$ cat config.mk
export PLATFORM = sky130hd
export DESIGN_NAME = svpwm_compare_times_unit
export DESIGN_NICKNAME = d
export VERILOG_FILES = /design/src/svpwm_ctc_pkg.sv /design/src/svpwm_compare_times_unit.sv /design/src/svpwm_ctc_mul.sv /design/src/svpwm_ctc_div.sv
export SDC_FILE = /design/constraint.sdc
export NUM_CORES = 2
export LEC_CHECK = 0
export ABC_AREA = 1
export BUFFER_PORTS_ARGS = -buffer_cell sky130_fd_sc_hd__clkbuf_2
export CAP_MARGIN = 15
export CORE_MARGIN = 5
export CORE_UTILIZATION = 45
export CTS_BUF_LIST = sky130_fd_sc_hd__clkbuf_8 sky130_fd_sc_hd__clkbuf_16
export CTS_CLUSTER_SIZE = 30
export DETAILED_ROUTE_END_ITERATION = 16
export GPL_TIMING_DRIVEN = 0
export PLACE_DENSITY = 0.67
export SLEW_MARGIN = 20
export SYNTH_ARGS = -nofsm -noshare
export SYNTH_HDL_FRONTEND = slang
export SYNTH_SLANG_ARGS = --single-unit
$ cat constraint.sdc
create_clock -name clock -period 25.4 [get_ports clock]
set_input_delay 5.08 -clock clock [delete_from_list [all_inputs] [get_ports clock]]
set_output_delay 5.08 -clock clock [all_outputs]
set_load 0.02 [all_outputs]
$ cat src/svpwm_ctc_pkg.sv
// shared types and constants for the svpwm compare time unit
// no dependencies; used by svpwm_ctc_mul, svpwm_ctc_div and svpwm_compare_times_unit
package svpwm_ctc_pkg;

   // payload of one input transfer
   typedef struct packed {
      logic signed [15:0] v_alpha;
      logic signed [15:0] v_beta;
      logic [14:0]        v_bus;
   } req_payload_type;

   // payload of one result transfer
   typedef struct packed {
      logic [14:0] compare_a;
      logic [14:0] compare_b;
      logic [14:0] compare_c;
      logic [2:0]  sector_code;
      logic        overmodulated;
   } rsp_payload_type;

   // fixed point constants, 14 fraction bits (Q1.14 and Q0.14)
   localparam logic [14:0] SQRT3_Q14      = 15'd28378;
   localparam logic [13:0] SQRT3_HALF_Q14 = 14'd14189;

   localparam logic [15:0] PERIOD_RESET = 16'd4096;

   // sector codes, bit0 beta > 0, bit1 vref2 > 0, bit2 vref3 > 0
   localparam logic [2:0] SECT_NONE = 3'd0;
   localparam logic [2:0] SECT_A    = 3'd1;
   localparam logic [2:0] SECT_B    = 3'd2;
   localparam logic [2:0] SECT_AB   = 3'd3;
   localparam logic [2:0] SECT_C    = 3'd4;
   localparam logic [2:0] SECT_AC   = 3'd5;
   localparam logic [2:0] SECT_BC   = 3'd6;
   localparam logic [2:0] SECT_ABC  = 3'd7;

   // datapath widths
   localparam int KA_W   = 29;  // 14189 * |alpha|
   localparam int GAIN_W = 31;  // 28378 * period
   localparam int MAG_W  = 30;  // projection magnitude in q14
   localparam int TIME_W = 33;  // active time before scaling
   localparam int SUM_W  = 34;  // t1 + t2

   localparam int MUL_A_W = 33;
   localparam int MUL_B_W = 31;
   localparam int PROD_W  = MUL_A_W + MUL_B_W;

   localparam int DIVIDEND_W  = 49;
   localparam int DIVISOR_W   = SUM_W;
   localparam int SHORT_STEPS = TIME_W;
   localparam int CNT_W       = $clog2(DIVIDEND_W + 1);

   typedef struct packed {
      logic start;
      logic short_op;  // dividend sits in the low SHORT_STEPS bits
   } div_ctrl_type;

   typedef struct packed {
      logic busy;
      logic done;
   } div_stat_type;

endpackage

$ cat src/svpwm_compare_times_unit.sv
// channel   | ports                              | transfer when
// ----------+------------------------------------+-------------------------
// request   | req_valid, req_stall, req_payload  | req_valid & !req_stall
// response  | rsp_valid, rsp_stall, rsp_payload  | rsp_valid & !rsp_stall
// csr       | csr_write_enable, csr_write_data   | csr_write_enable
//
// seven-segment svpwm compare generator, top level
// depends on svpwm_ctc_pkg, svpwm_ctc_mul and svpwm_ctc_div
// one item at a time: a new request is accepted only once the result has been taken
// the arithmetic runs on the one-bit-per-cycle divider: two 33-step divides by the bus
// voltage, plus two 49-step divides by t1+t2 when overmodulated
// sector codes zero and seven skip the remaining arithmetic and go straight to the result
// synchronous reset: period 4096, held compares zero, no result pending
// req_stall stays high from the accepted transfer until the result is taken
module svpwm_compare_times_unit (
   input  logic                           clock,
   input  logic                           reset,
   input  logic                           req_valid,
   output logic                           req_stall,
   input  svpwm_ctc_pkg::req_payload_type req_payload,
   output logic                           rsp_valid,
   input  logic                           rsp_stall,
   output svpwm_ctc_pkg::rsp_payload_type rsp_payload,
   input  logic                           csr_write_enable,
   input  logic [15:0]                    csr_write_data
);

   localparam int KA_W   = svpwm_ctc_pkg::KA_W;
   localparam int GAIN_W = svpwm_ctc_pkg::GAIN_W;
   localparam int MAG_W  = svpwm_ctc_pkg::MAG_W;
   localparam int TIME_W = svpwm_ctc_pkg::TIME_W;
   localparam int SUM_W  = svpwm_ctc_pkg::SUM_W;
   localparam int MA_W   = svpwm_ctc_pkg::MUL_A_W;
   localparam int MB_W   = svpwm_ctc_pkg::MUL_B_W;
   localparam int P_W    = svpwm_ctc_pkg::PROD_W;
   localparam int NW     = svpwm_ctc_pkg::DIVIDEND_W;
   localparam int DW     = svpwm_ctc_pkg::DIVISOR_W;

   localparam logic [4:0] ST_IDLE = 5'd0;
   localparam logic [4:0] ST_MK   = 5'd1;
   localparam logic [4:0] ST_MG   = 5'd2;
   localparam logic [4:0] ST_PROJ = 5'd3;
   localparam logic [4:0] ST_M1   = 5'd4;
   localparam logic [4:0] ST_D1S  = 5'd5;
   localparam logic [4:0] ST_D1W  = 5'd6;
   localparam logic [4:0] ST_M2   = 5'd7;
   localparam logic [4:0] ST_D2S  = 5'd8;
   localparam logic [4:0] ST_D2W  = 5'd9;
   localparam logic [4:0] ST_SUM  = 5'd10;
   localparam logic [4:0] ST_M3   = 5'd11;
   localparam logic [4:0] ST_D3S  = 5'd12;
   localparam logic [4:0] ST_D3W  = 5'd13;
   localparam logic [4:0] ST_M4   = 5'd14;
   localparam logic [4:0] ST_D4S  = 5'd15;
   localparam logic [4:0] ST_D4W  = 5'd16;
   localparam logic [4:0] ST_CMP  = 5'd17;
   localparam logic [4:0] ST_OUT  = 5'd18;

   logic [4:0]                     state_ff, state_in;
   logic [15:0]                    period_ff, period_in;
   svpwm_ctc_pkg::req_payload_type item_ff, item_in;
   logic [14:0]                    bus_ff, bus_in;
   logic [KA_W-1:0]                ka_ff, ka_in;
   logic [GAIN_W-1:0]              gain_ff, gain_in;
   logic [MAG_W-1:0]               m1_ff, m1_in;
   logic [MAG_W-1:0]               m2_ff, m2_in;
   logic [2:0]                     sect_ff, sect_in;
   logic                           ovm_ff, ovm_in;
   logic [TIME_W-1:0]              t1_ff, t1_in;
   logic [TIME_W-1:0]              t2_ff, t2_in;
   logic [SUM_W-1:0]               s_ff, s_in;
   logic [14:0]                    held_a_ff, held_a_in;
   logic [14:0]                    held_b_ff, held_b_in;
   logic [14:0]                    held_c_ff, held_c_in;

   // shared arithmetic
   logic [MA_W-1:0]              mul_a;
   logic [MB_W-1:0]              mul_b;
   logic [P_W-1:0]               product;
   svpwm_ctc_pkg::div_ctrl_type  div_ctrl;
   svpwm_ctc_pkg::div_stat_type  div_stat;
   logic [NW-1:0]                dividend;
   logic [DW-1:0]                divisor;
   logic [NW-1:0]                quotient;

   // projection datapath
   logic signed [16:0] al_ext, be_ext17;
   logic [15:0]        al_mag, be_mag;
   logic signed [31:0] at, bt, p2, p3;
   logic [MAG_W-1:0]   p2_mag, p3_mag, be_q14;
   logic [2:0]         sect_new;
   logic [SUM_W-1:0]   t_sum;

   // compare datapath
   logic [17:0] ts18, t1_18, t2_18, ta_full, tb_full, tc_full;
   logic [14:0] ta, tb, tc;

   logic req_take;

   assign req_stall = (state_ff != ST_IDLE);
   assign rsp_valid = (state_ff == ST_OUT);
   assign req_take  = req_valid && !req_stall;

   svpwm_ctc_mul u_mul (
      .clock   (clock),
      .mul_a   (mul_a),
      .mul_b   (mul_b),
      .product (product)
   );

   svpwm_ctc_div u_div (
      .clock    (clock),
      .reset    (reset),
      .div_ctrl (div_ctrl),
      .dividend (dividend),
      .divisor  (divisor),
      .div_stat (div_stat),
      .quotient (quotient)
   );

   // sign handling and sector detection
   always_comb begin
      al_ext   = 17'(item_ff.v_alpha);
      be_ext17 = 17'(item_ff.v_beta);
      al_mag   = al_ext[16] ? 16'(-al_ext) : al_ext[15:0];
      be_mag   = be_ext17[16] ? 16'(-be_ext17) : be_ext17[15:0];
      at       = al_ext[16] ? -$signed({3'b000, ka_ff}) : $signed({3'b000, ka_ff});
      bt       = 32'(item_ff.v_beta) <<< 13;
      p2       = at - bt;
      p3       = -at - bt;
      p2_mag   = p2[31] ? MAG_W'(-p2) : p2[MAG_W-1:0];
      p3_mag   = p3[31] ? MAG_W'(-p3) : p3[MAG_W-1:0];
      be_q14   = {be_mag, 14'b0};
      sect_new = {p3 > 0, p2 > 0, item_ff.v_beta > 0};
      t_sum    = SUM_W'(t1_ff) + SUM_W'(t2_ff);
   end

   // quarter-period compares; both times are at most the period here
   always_comb begin
      ts18    = 18'(period_ff);
      t1_18   = 18'(t1_ff[15:0]);
      t2_18   = 18'(t2_ff[15:0]);
      ta_full = ts18 - t1_18 - t2_18;
      tb_full = ts18 + t1_18 - t2_18;
      tc_full = ts18 + t1_18 + t2_18;
      ta      = ta_full[16:2];
      tb      = tb_full[16:2];
      tc      = tc_full[16:2];
   end

   // operand routing for the shared units
   always_comb begin
      mul_a             = '0;
      mul_b             = '0;
      div_ctrl.start    = 1'b0;
      div_ctrl.short_op = 1'b0;
      dividend          = NW'(product[P_W-1:28]);
      divisor           = DW'(bus_ff);
      case (state_ff)
         ST_MK: begin
            mul_a = MA_W'(al_mag);
            mul_b = MB_W'(svpwm_ctc_pkg::SQRT3_HALF_Q14);
         end
         ST_MG: begin
            mul_a = MA_W'(period_ff);
            mul_b = MB_W'(svpwm_ctc_pkg::SQRT3_Q14);
         end
         ST_M1: begin
            mul_a = MA_W'(m1_ff);
            mul_b = gain_ff;
         end
         ST_M2: begin
            mul_a = MA_W'(m2_ff);
            mul_b = gain_ff;
         end
         ST_M3: begin
            mul_a = t1_ff;
            mul_b = MB_W'(period_ff);
         end
         ST_M4: begin
            mul_a = t2_ff;
            mul_b = MB_W'(period_ff);
         end
         ST_D1S, ST_D2S: begin
            // gain * projection / (bus << 28): drop the 28 bits first
            div_ctrl.start    = 1'b1;
            div_ctrl.short_op = 1'b1;
            dividend          = NW'(product[TIME_W+27:28]);
            divisor           = DW'(bus_ff);
         end
         ST_D3S, ST_D4S: begin
            div_ctrl.start = 1'b1;
            dividend       = product[NW-1:0];
            divisor        = s_ff;
         end
         default: begin
            mul_a = '0;
         end
      endcase
   end

   // sequencer
   always_comb begin
      state_in  = state_ff;
      period_in = period_ff;
      item_in   = item_ff;
      bus_in    = bus_ff;
      ka_in     = ka_ff;
      gain_in   = gain_ff;
      m1_in     = m1_ff;
      m2_in     = m2_ff;
      sect_in   = sect_ff;
      ovm_in    = ovm_ff;
      t1_in     = t1_ff;
      t2_in     = t2_ff;
      s_in      = s_ff;
      held_a_in = held_a_ff;
      held_b_in = held_b_ff;
      held_c_in = held_c_ff;
      if (csr_write_enable) begin
         period_in = csr_write_data;
      end
      case (state_ff)
         ST_IDLE: begin
            if (req_take) begin
               item_in  = req_payload;
               bus_in   = (req_payload.v_bus == '0) ? 15'd1 : req_payload.v_bus;
               state_in = ST_MK;
            end
         end
         ST_MK: begin
            state_in = ST_MG;
         end
         ST_MG: begin
            ka_in    = product[KA_W-1:0];
            state_in = ST_PROJ;
         end
         ST_PROJ: begin
            gain_in = product[GAIN_W-1:0];
            sect_in = sect_new;
            ovm_in  = 1'b0;
            m1_in   = p3_mag;
            m2_in   = be_q14;
            case (sect_new)
               svpwm_ctc_pkg::SECT_AB: begin
                  m1_in = p2_mag;
                  m2_in = be_q14;
               end
               svpwm_ctc_pkg::SECT_A: begin
                  m1_in = p2_mag;
                  m2_in = p3_mag;
               end
               svpwm_ctc_pkg::SECT_AC: begin
                  m1_in = be_q14;
                  m2_in = p3_mag;
               end
               svpwm_ctc_pkg::SECT_C: begin
                  m1_in = be_q14;
                  m2_in = p2_mag;
               end
               svpwm_ctc_pkg::SECT_BC: begin
                  m1_in = p3_mag;
                  m2_in = p2_mag;
               end
               default: begin
                  m1_in = p3_mag;
                  m2_in = be_q14;
               end
            endcase
            if (sect_new == svpwm_ctc_pkg::SECT_NONE || sect_new == svpwm_ctc_pkg::SECT_ABC) begin
               state_in = ST_OUT;
            end else begin
               state_in = ST_M1;
            end
         end
         ST_M1:  state_in = ST_D1S;
         ST_D1S: state_in = ST_D1W;
         ST_D1W: begin
            if (div_stat.done) begin
               t1_in    = quotient[TIME_W-1:0];
               state_in = ST_M2;
            end
         end
         ST_M2:  state_in = ST_D2S;
         ST_D2S: state_in = ST_D2W;
         ST_D2W: begin
            if (div_stat.done) begin
               t2_in    = quotient[TIME_W-1:0];
               state_in = ST_SUM;
            end
         end
         ST_SUM: begin
            s_in = t_sum;
            if (t_sum > SUM_W'(period_ff)) begin
               ovm_in   = 1'b1;
               state_in = ST_M3;
            end else begin
               state_in = ST_CMP;
            end
         end
         ST_M3:  state_in = ST_D3S;
         ST_D3S: state_in = ST_D3W;
         ST_D3W: begin
            if (div_stat.done) begin
               t1_in    = quotient[TIME_W-1:0];
               state_in = ST_M4;
            end
         end
         ST_M4:  state_in = ST_D4S;
         ST_D4S: state_in = ST_D4W;
         ST_D4W: begin
            if (div_stat.done) begin
               t2_in    = quotient[TIME_W-1:0];
               state_in = ST_CMP;
            end
         end
         ST_CMP: begin
            // route the three compares to the phases by sector
            case (sect_ff)
               svpwm_ctc_pkg::SECT_AB: begin
                  held_a_in = ta;
                  held_b_in = tb;
                  held_c_in = tc;
               end
               svpwm_ctc_pkg::SECT_A: begin
                  held_a_in = tb;
                  held_b_in = ta;
                  held_c_in = tc;
               end
               svpwm_ctc_pkg::SECT_AC: begin
                  held_a_in = tc;
                  held_b_in = ta;
                  held_c_in = tb;
               end
               svpwm_ctc_pkg::SECT_C: begin
                  held_a_in = tc;
                  held_b_in = tb;
                  held_c_in = ta;
               end
               svpwm_ctc_pkg::SECT_BC: begin
                  held_a_in = tb;
                  held_b_in = tc;
                  held_c_in = ta;
               end
               default: begin
                  held_a_in = ta;
                  held_b_in = tc;
                  held_c_in = tb;
               end
            endcase
            state_in = ST_OUT;
         end
         ST_OUT: begin
            if (!rsp_stall) begin
               state_in = ST_IDLE;
            end
         end
         default: begin
            state_in = ST_IDLE;
         end
      endcase
   end

   always_ff @(posedge clock) begin
      if (reset) begin
         state_ff  <= ST_IDLE;
         period_ff <= svpwm_ctc_pkg::PERIOD_RESET;
         held_a_ff <= '0;
         held_b_ff <= '0;
         held_c_ff <= '0;
         ovm_ff    <= 1'b0;
         sect_ff   <= svpwm_ctc_pkg::SECT_NONE;
      end else begin
         state_ff  <= state_in;
         period_ff <= period_in;
         held_a_ff <= held_a_in;
         held_b_ff <= held_b_in;
         held_c_ff <= held_c_in;
         ovm_ff    <= ovm_in;
         sect_ff   <= sect_in;
      end
      item_ff <= item_in;
      bus_ff  <= bus_in;
      ka_ff   <= ka_in;
      gain_ff <= gain_in;
      m1_ff   <= m1_in;
      m2_ff   <= m2_in;
      t1_ff   <= t1_in;
      t2_ff   <= t2_in;
      s_ff    <= s_in;
   end

   always_comb begin
      rsp_payload.compare_a     = held_a_ff;
      rsp_payload.compare_b     = held_b_ff;
      rsp_payload.compare_c     = held_c_ff;
      rsp_payload.sector_code   = sect_ff;
      rsp_payload.overmodulated = ovm_ff;
   end

`ifndef SYNTHESIS
   a_busy_while_result: assert property (@(posedge clock) disable iff (reset)
      rsp_valid |-> req_stall)
      else $error("request taken while a result is pending");

   a_ovm_sector: assert property (@(posedge clock) disable iff (reset)
      rsp_valid && rsp_payload.overmodulated |->
         (rsp_payload.sector_code != svpwm_ctc_pkg::SECT_NONE) &&
         (rsp_payload.sector_code != svpwm_ctc_pkg::SECT_ABC))
      else $error("overmodulation flagged on a held sector");

   a_result_retires: assert property (@(posedge clock) disable iff (reset)
      rsp_valid && !rsp_stall |=> state_ff == ST_IDLE)
      else $error("sequencer did not return to idle after the result transfer");

   a_div_done_waited: assert property (@(posedge clock) disable iff (reset)
      div_stat.done |-> (state_ff == ST_D1W || state_ff == ST_D2W ||
                         state_ff == ST_D3W || state_ff == ST_D4W))
      else $error("divider finished outside a wait state");
`endif

endmodule

$ cat src/svpwm_ctc_mul.sv
// shared unsigned multiplier with a registered product
// depends on svpwm_ctc_pkg for operand widths
module svpwm_ctc_mul (
   input  logic                                clock,
   input  logic [svpwm_ctc_pkg::MUL_A_W-1:0]   mul_a,
   input  logic [svpwm_ctc_pkg::MUL_B_W-1:0]   mul_b,
   output logic [svpwm_ctc_pkg::PROD_W-1:0]    product
);

   logic [svpwm_ctc_pkg::PROD_W-1:0] product_ff;
   logic [svpwm_ctc_pkg::PROD_W-1:0] product_in;

   assign product_in = svpwm_ctc_pkg::PROD_W'(mul_a) * svpwm_ctc_pkg::PROD_W'(mul_b);
   assign product    = product_ff;

   always_ff @(posedge clock) begin
      product_ff <= product_in;
   end

endmodule

$ cat src/svpwm_ctc_div.sv
// restoring divider, one quotient bit per cycle
// depends on svpwm_ctc_pkg for widths and control structs
module svpwm_ctc_div (
   input  logic                                   clock,
   input  logic                                   reset,
   input  svpwm_ctc_pkg::div_ctrl_type            div_ctrl,
   input  logic [svpwm_ctc_pkg::DIVIDEND_W-1:0]   dividend,
   input  logic [svpwm_ctc_pkg::DIVISOR_W-1:0]    divisor,
   output svpwm_ctc_pkg::div_stat_type            div_stat,
   output logic [svpwm_ctc_pkg::DIVIDEND_W-1:0]   quotient
);

   localparam int NW = svpwm_ctc_pkg::DIVIDEND_W;
   localparam int DW = svpwm_ctc_pkg::DIVISOR_W;
   localparam int CW = svpwm_ctc_pkg::CNT_W;

   logic [NW-1:0] num_ff, num_in;
   logic [DW-1:0] rem_ff, rem_in;
   logic [DW-1:0] den_ff, den_in;
   logic [CW-1:0] cnt_ff, cnt_in;
   logic          busy_ff, busy_in;

   logic [DW:0] trial;
   logic [DW:0] diff;
   logic        fits;

   assign trial = {rem_ff, num_ff[NW-1]};
   assign diff  = trial - {1'b0, den_ff};
   assign fits  = trial >= {1'b0, den_ff};

   always_comb begin
      num_in  = num_ff;
      rem_in  = rem_ff;
      den_in  = den_ff;
      cnt_in  = cnt_ff;
      busy_in = busy_ff;
      if (div_ctrl.start) begin
         den_in  = divisor;
         rem_in  = '0;
         busy_in = 1'b1;
         if (div_ctrl.short_op) begin
            // left-align the short dividend so the quotient lands in the low bits
            num_in = dividend << (NW - svpwm_ctc_pkg::SHORT_STEPS);
            cnt_in = CW'(svpwm_ctc_pkg::SHORT_STEPS);
         end else begin
            num_in = dividend;
            cnt_in = CW'(NW);
         end
      end else if (busy_ff) begin
         if (cnt_ff != '0) begin
            rem_in = fits ? diff[DW-1:0] : trial[DW-1:0];
            num_in = {num_ff[NW-2:0], fits};
            cnt_in = cnt_ff - 1'b1;
         end else begin
            busy_in = 1'b0;
         end
      end
   end

   always_ff @(posedge clock) begin
      if (reset) begin
         busy_ff <= 1'b0;
         cnt_ff  <= '0;
      end else begin
         busy_ff <= busy_in;
         cnt_ff  <= cnt_in;
      end
      num_ff <= num_in;
      rem_ff <= rem_in;
      den_ff <= den_in;
   end

   assign div_stat.busy = busy_ff;
   assign div_stat.done = busy_ff && (cnt_ff == '0);
   assign quotient      = num_ff;

`ifndef SYNTHESIS
   a_no_restart: assert property (@(posedge clock) disable iff (reset)
      div_ctrl.start |-> !busy_ff)
      else $error("divider started while busy");

   a_steps_run: assert property (@(posedge clock) disable iff (reset)
      busy_ff && (cnt_ff != '0) && !div_ctrl.start |=> busy_ff)
      else $error("divider stopped before its last step");
`endif

endmodule
==> flow_metrics.py <==
metrics = {
    "routing": {
        "drt_iter0_markers": 6117,
        "ant_nets": 0,
        "dr.pass1.iters": 8,
        "via_per_inst": 5.61,
        "wire_per_inst_um": 23.4,
        "num_vias": 57600,
        "wirelength_um": 241000,
        "drc": 0,
    },
    "synth": {
        "ys.flop_type": "edfxtp_1",
        "yosys_warnings": 0,
        "synthSimpleGateAreaFrac": 0.191,
        "postSynthAreaPerCell_um2": 8.12,
        "synth.distinct_cells": 68,
        "synth.area.top_cells": "fa_1, edfxtp_1, nand2_1",
        "synth_compound_area_frac": 0.0827,
        "synth_edf_count": 350,
        "synth_common_cells": "nand2_1, inv_1, fa_1, nor2_1, ha_1",
        "synthArstFlopShare": 0,
        "synth-xor-area-share": 0.0338,
        "synthAdderAreaFrac": 0.371,
        "synth.most_common_cell": "nand2_1",
        "synth_area_um2": 65500,
        "netlist.top_cell.by_area": "fa_1",
        "netlist_instances": 8065,
        "synth_top_family_by_area": "adder cells",
        "synthMuxAreaShare": 0,
        "yosysTopAreaCellShare": 0.279,
        "ys_ff_latch": 522,
        "ys_seq_area_frac": 0.213,
    },
    "sta": {
        "max-slew-margin-rel": 0.138,
        "setup_viol_count_final": 0,
        "period_needed_ns": 11.89,
        "worst_pin_slew_ns": 1.29,
        "drv_slew": 0,
        "rsz0062_at_grt": "false",
        "finalCritPeriodShare": 0.468,
        "max_freq_mhz": 84.1,
        "layout_setup_ws_ns": 13.51,
        "skew_ns": 0.0490,
        "setup_tns_ns": 0,
        "hold_viol_final": 0,
    },
    "clock_network": {
        "clock-root-buffer": "clkbuf_16",
        "cts_tree": "built",
        "ctsResizeCount": 0,
        "cts_made_buffers": 54,
        "htreeDepth": 2,
        "cts_setup_buffers": 0,
        "clockBufferDepth": 3,
        "path_clk_slew_ns": 0.07,
        "clk_latency_ns": 0.65,
        "clkSinkCount": 522,
        "ctsHoldBuffers": 0,
    },
    "floorplanning": {
        "core_um2": 145000,
        "pin_count": 119,
        "fp.dieH_um": 392,
        "rows": 140,
        "die_x_um": 392,
        "start_util": 0.451,
        "die_area_um2": 153000,
    },
    "run_status": {
        "outcome": "completed",
    },
    "global_routing": {
        "grt_pass1_vias": 56800,
        "grt_max_degree": 32,
        "antenna_found_initial": 5,
        "grt_first_pass_wirelength_um": 357000,
        "overflow": 0,
        "grt_usage": 0.311,
    },
    "finish": {
        "syn_to_final_growth_pct": 8.55,
        "final_util": 0.490,
        "fin_cells": 10300,
        "final_layout_size_suffix_gt1_frac": 0.0434,
        "final_nets": 9768,
    },
    "power_and_ir_drop": {
        "cellPowerDensity_nw_per_um2": 90.4,
        "comb_power_share": 0.682,
        "internal_power_mw": 2.84,
        "power_switching_mw": 3.59,
        "p_seq_frac": 0.187,
        "leakage_nw": 34.8,
        "p_sw_frac": 0.559,
        "power.share.clock": 0.131,
        "vdd_drop_max_mv": 0.0906,
    },
    "place": {
        "dp_hpwl_um": 200000,
        "gp_congestion": 1.05,
        "post-place-ws_ns": 13.88,
        "port-buffer-count": 117,
        "placed_cells": 10200,
    },
    "worst_hold_path": {
        "hp-class": "reg -> reg",
    },
    "critical_path": {
        "cp.arrival_ns": 12.47,
        "path_class": "reg -> reg",
        "cpMostUsedCell": "fa_1",
        "slowest_delay_ns": 0.86,
        "start_kind": "flip-flop",
        "endpoint_kind": "flip-flop",
        "crit_fanout": 10,
        "crit_family": "adder cells",
        "cp_slowest_cell": "o21a_1",
        "cp_data_required_time_ns": 25.98,
        "worstPathBufferInverterCount": 10,
    },
    "job": {
        "drv_cap": 0,
    },
}
[metrics by stage]
step	hold slack (ns)	total power [mW]	instance area (µm²)
after floorplan	0.426	3.89	65700
after global placement	0.452	5.36	68700
after detailed placement	0.456	5.44	69200
after CTS	0.434	6.30	71100
after global routing	0.458	6.82	71100
final	0.453	6.43	71100
[worst paths after layout]
check	startpoint	to	slack, ns	cells after the start
setup / recovery	state_ff[1]	u_mul.product[59]	13.51	34
hold / removal	u_div.quotient[23]	t2_ff[23]	0.45	0
setup reg to reg	state_ff[1]	u_mul.product[59]	13.51	34
hold reg to reg	u_div.quotient[23]	t2_ff[23]	0.45	0
[power groups by stage]
stage	clock [mW]	combinational (mW)	sequential, mW
global placement	0	4.13	1.23
finish	0.840	4.38	1.21
global route	0.887	4.72	1.21
detailed placement	0	4.22	1.22
floorplan	0	2.72	1.17
CTS	0.849	4.26	1.20
[cell usage in the layout (no fill, tap or decap), types with 10 or more instances in the layout]
master     netlist  routed
a21oi_1        391     389
nor2_2          12      15
nand3_1        267     267
buf_2           16      19
nand2_2         20      20
inv_2           13      13
o21a_1          21      21
xnor2_1         61      61
clkbuf_1       211     203
o21ai_0        252     251
nor2_1         796     787
o211ai_1        27      27
clkbuf_2         0     125
ha_1           483     483
edfxtp_1       350     350
nand2_1       1805    1805
dfxtp_1        172     172
conb_1           2      42
nor4_1          22      21
a22o_1          39      39
a221oi_1        16      14
nand3b_1        17      17
a41oi_1         11      11
buf_1           24      24
a31oi_1         38      38
fa_1           913     913
a22oi_1         11      10
clkinv_1        24      29
a21o_1          19      19
nor3_1          52      52
xor2_1         188     188
nand4_1         41      41
inv_1         1583    1595
o21bai_1        24      24
o22ai_1         39      39
clkbuf_16        0      56
[area by class of cell]
class,instances,area [µm²]
clock inverters,44,455
inverters,1622,6090
well taps,1917,2400
clock buffers,58,1430
repair buffers,143,1040
fillers,14100,74100
multi-input cells,5703,44700
diodes,1,2.50
plain buffers,258,1040
flip-flops and latches,522,14000
[cells by family (layout without fill, tap and decap cells)]
family,Yosys count,in the layout
compound gates,935,935
flops,522,522
fa+ha+maj,1396,1396
other cells,2,43
xor+xnor,251,251
simple gates,3079,3079
buf+inv,1880,2125
[flip-flops by register name, indices dropped and copies added (netlist names), 15 cells and up]
signal          flops
m1_ff              30
ka_ff              29
held_a_ff          15
s_ff               34
bus_ff             15
period_ff          16
u_div.den_ff       34
u_div.quotient     49
held_c_ff          15
be_ext17           16
u_div.rem_ff       34
u_mul.product      61
t1_ff              33
gain_ff            31
m2_ff              30
al_ext             16
held_b_ff          15
t2_ff              33
[per-layer routing]
layer / track usage / up-vias / share of wire
li1: - / 25400 / -
met1: 0.411 / 28100 / 0.39
met2: 0.483 / 3275 / 0.43
met3: 0.0779 / 732 / 0.11
met4: 0.142 / 6 / 0.060
met5: 0 / - / 0.00015
No activity file was read; power rests on OpenSTA's default activity.
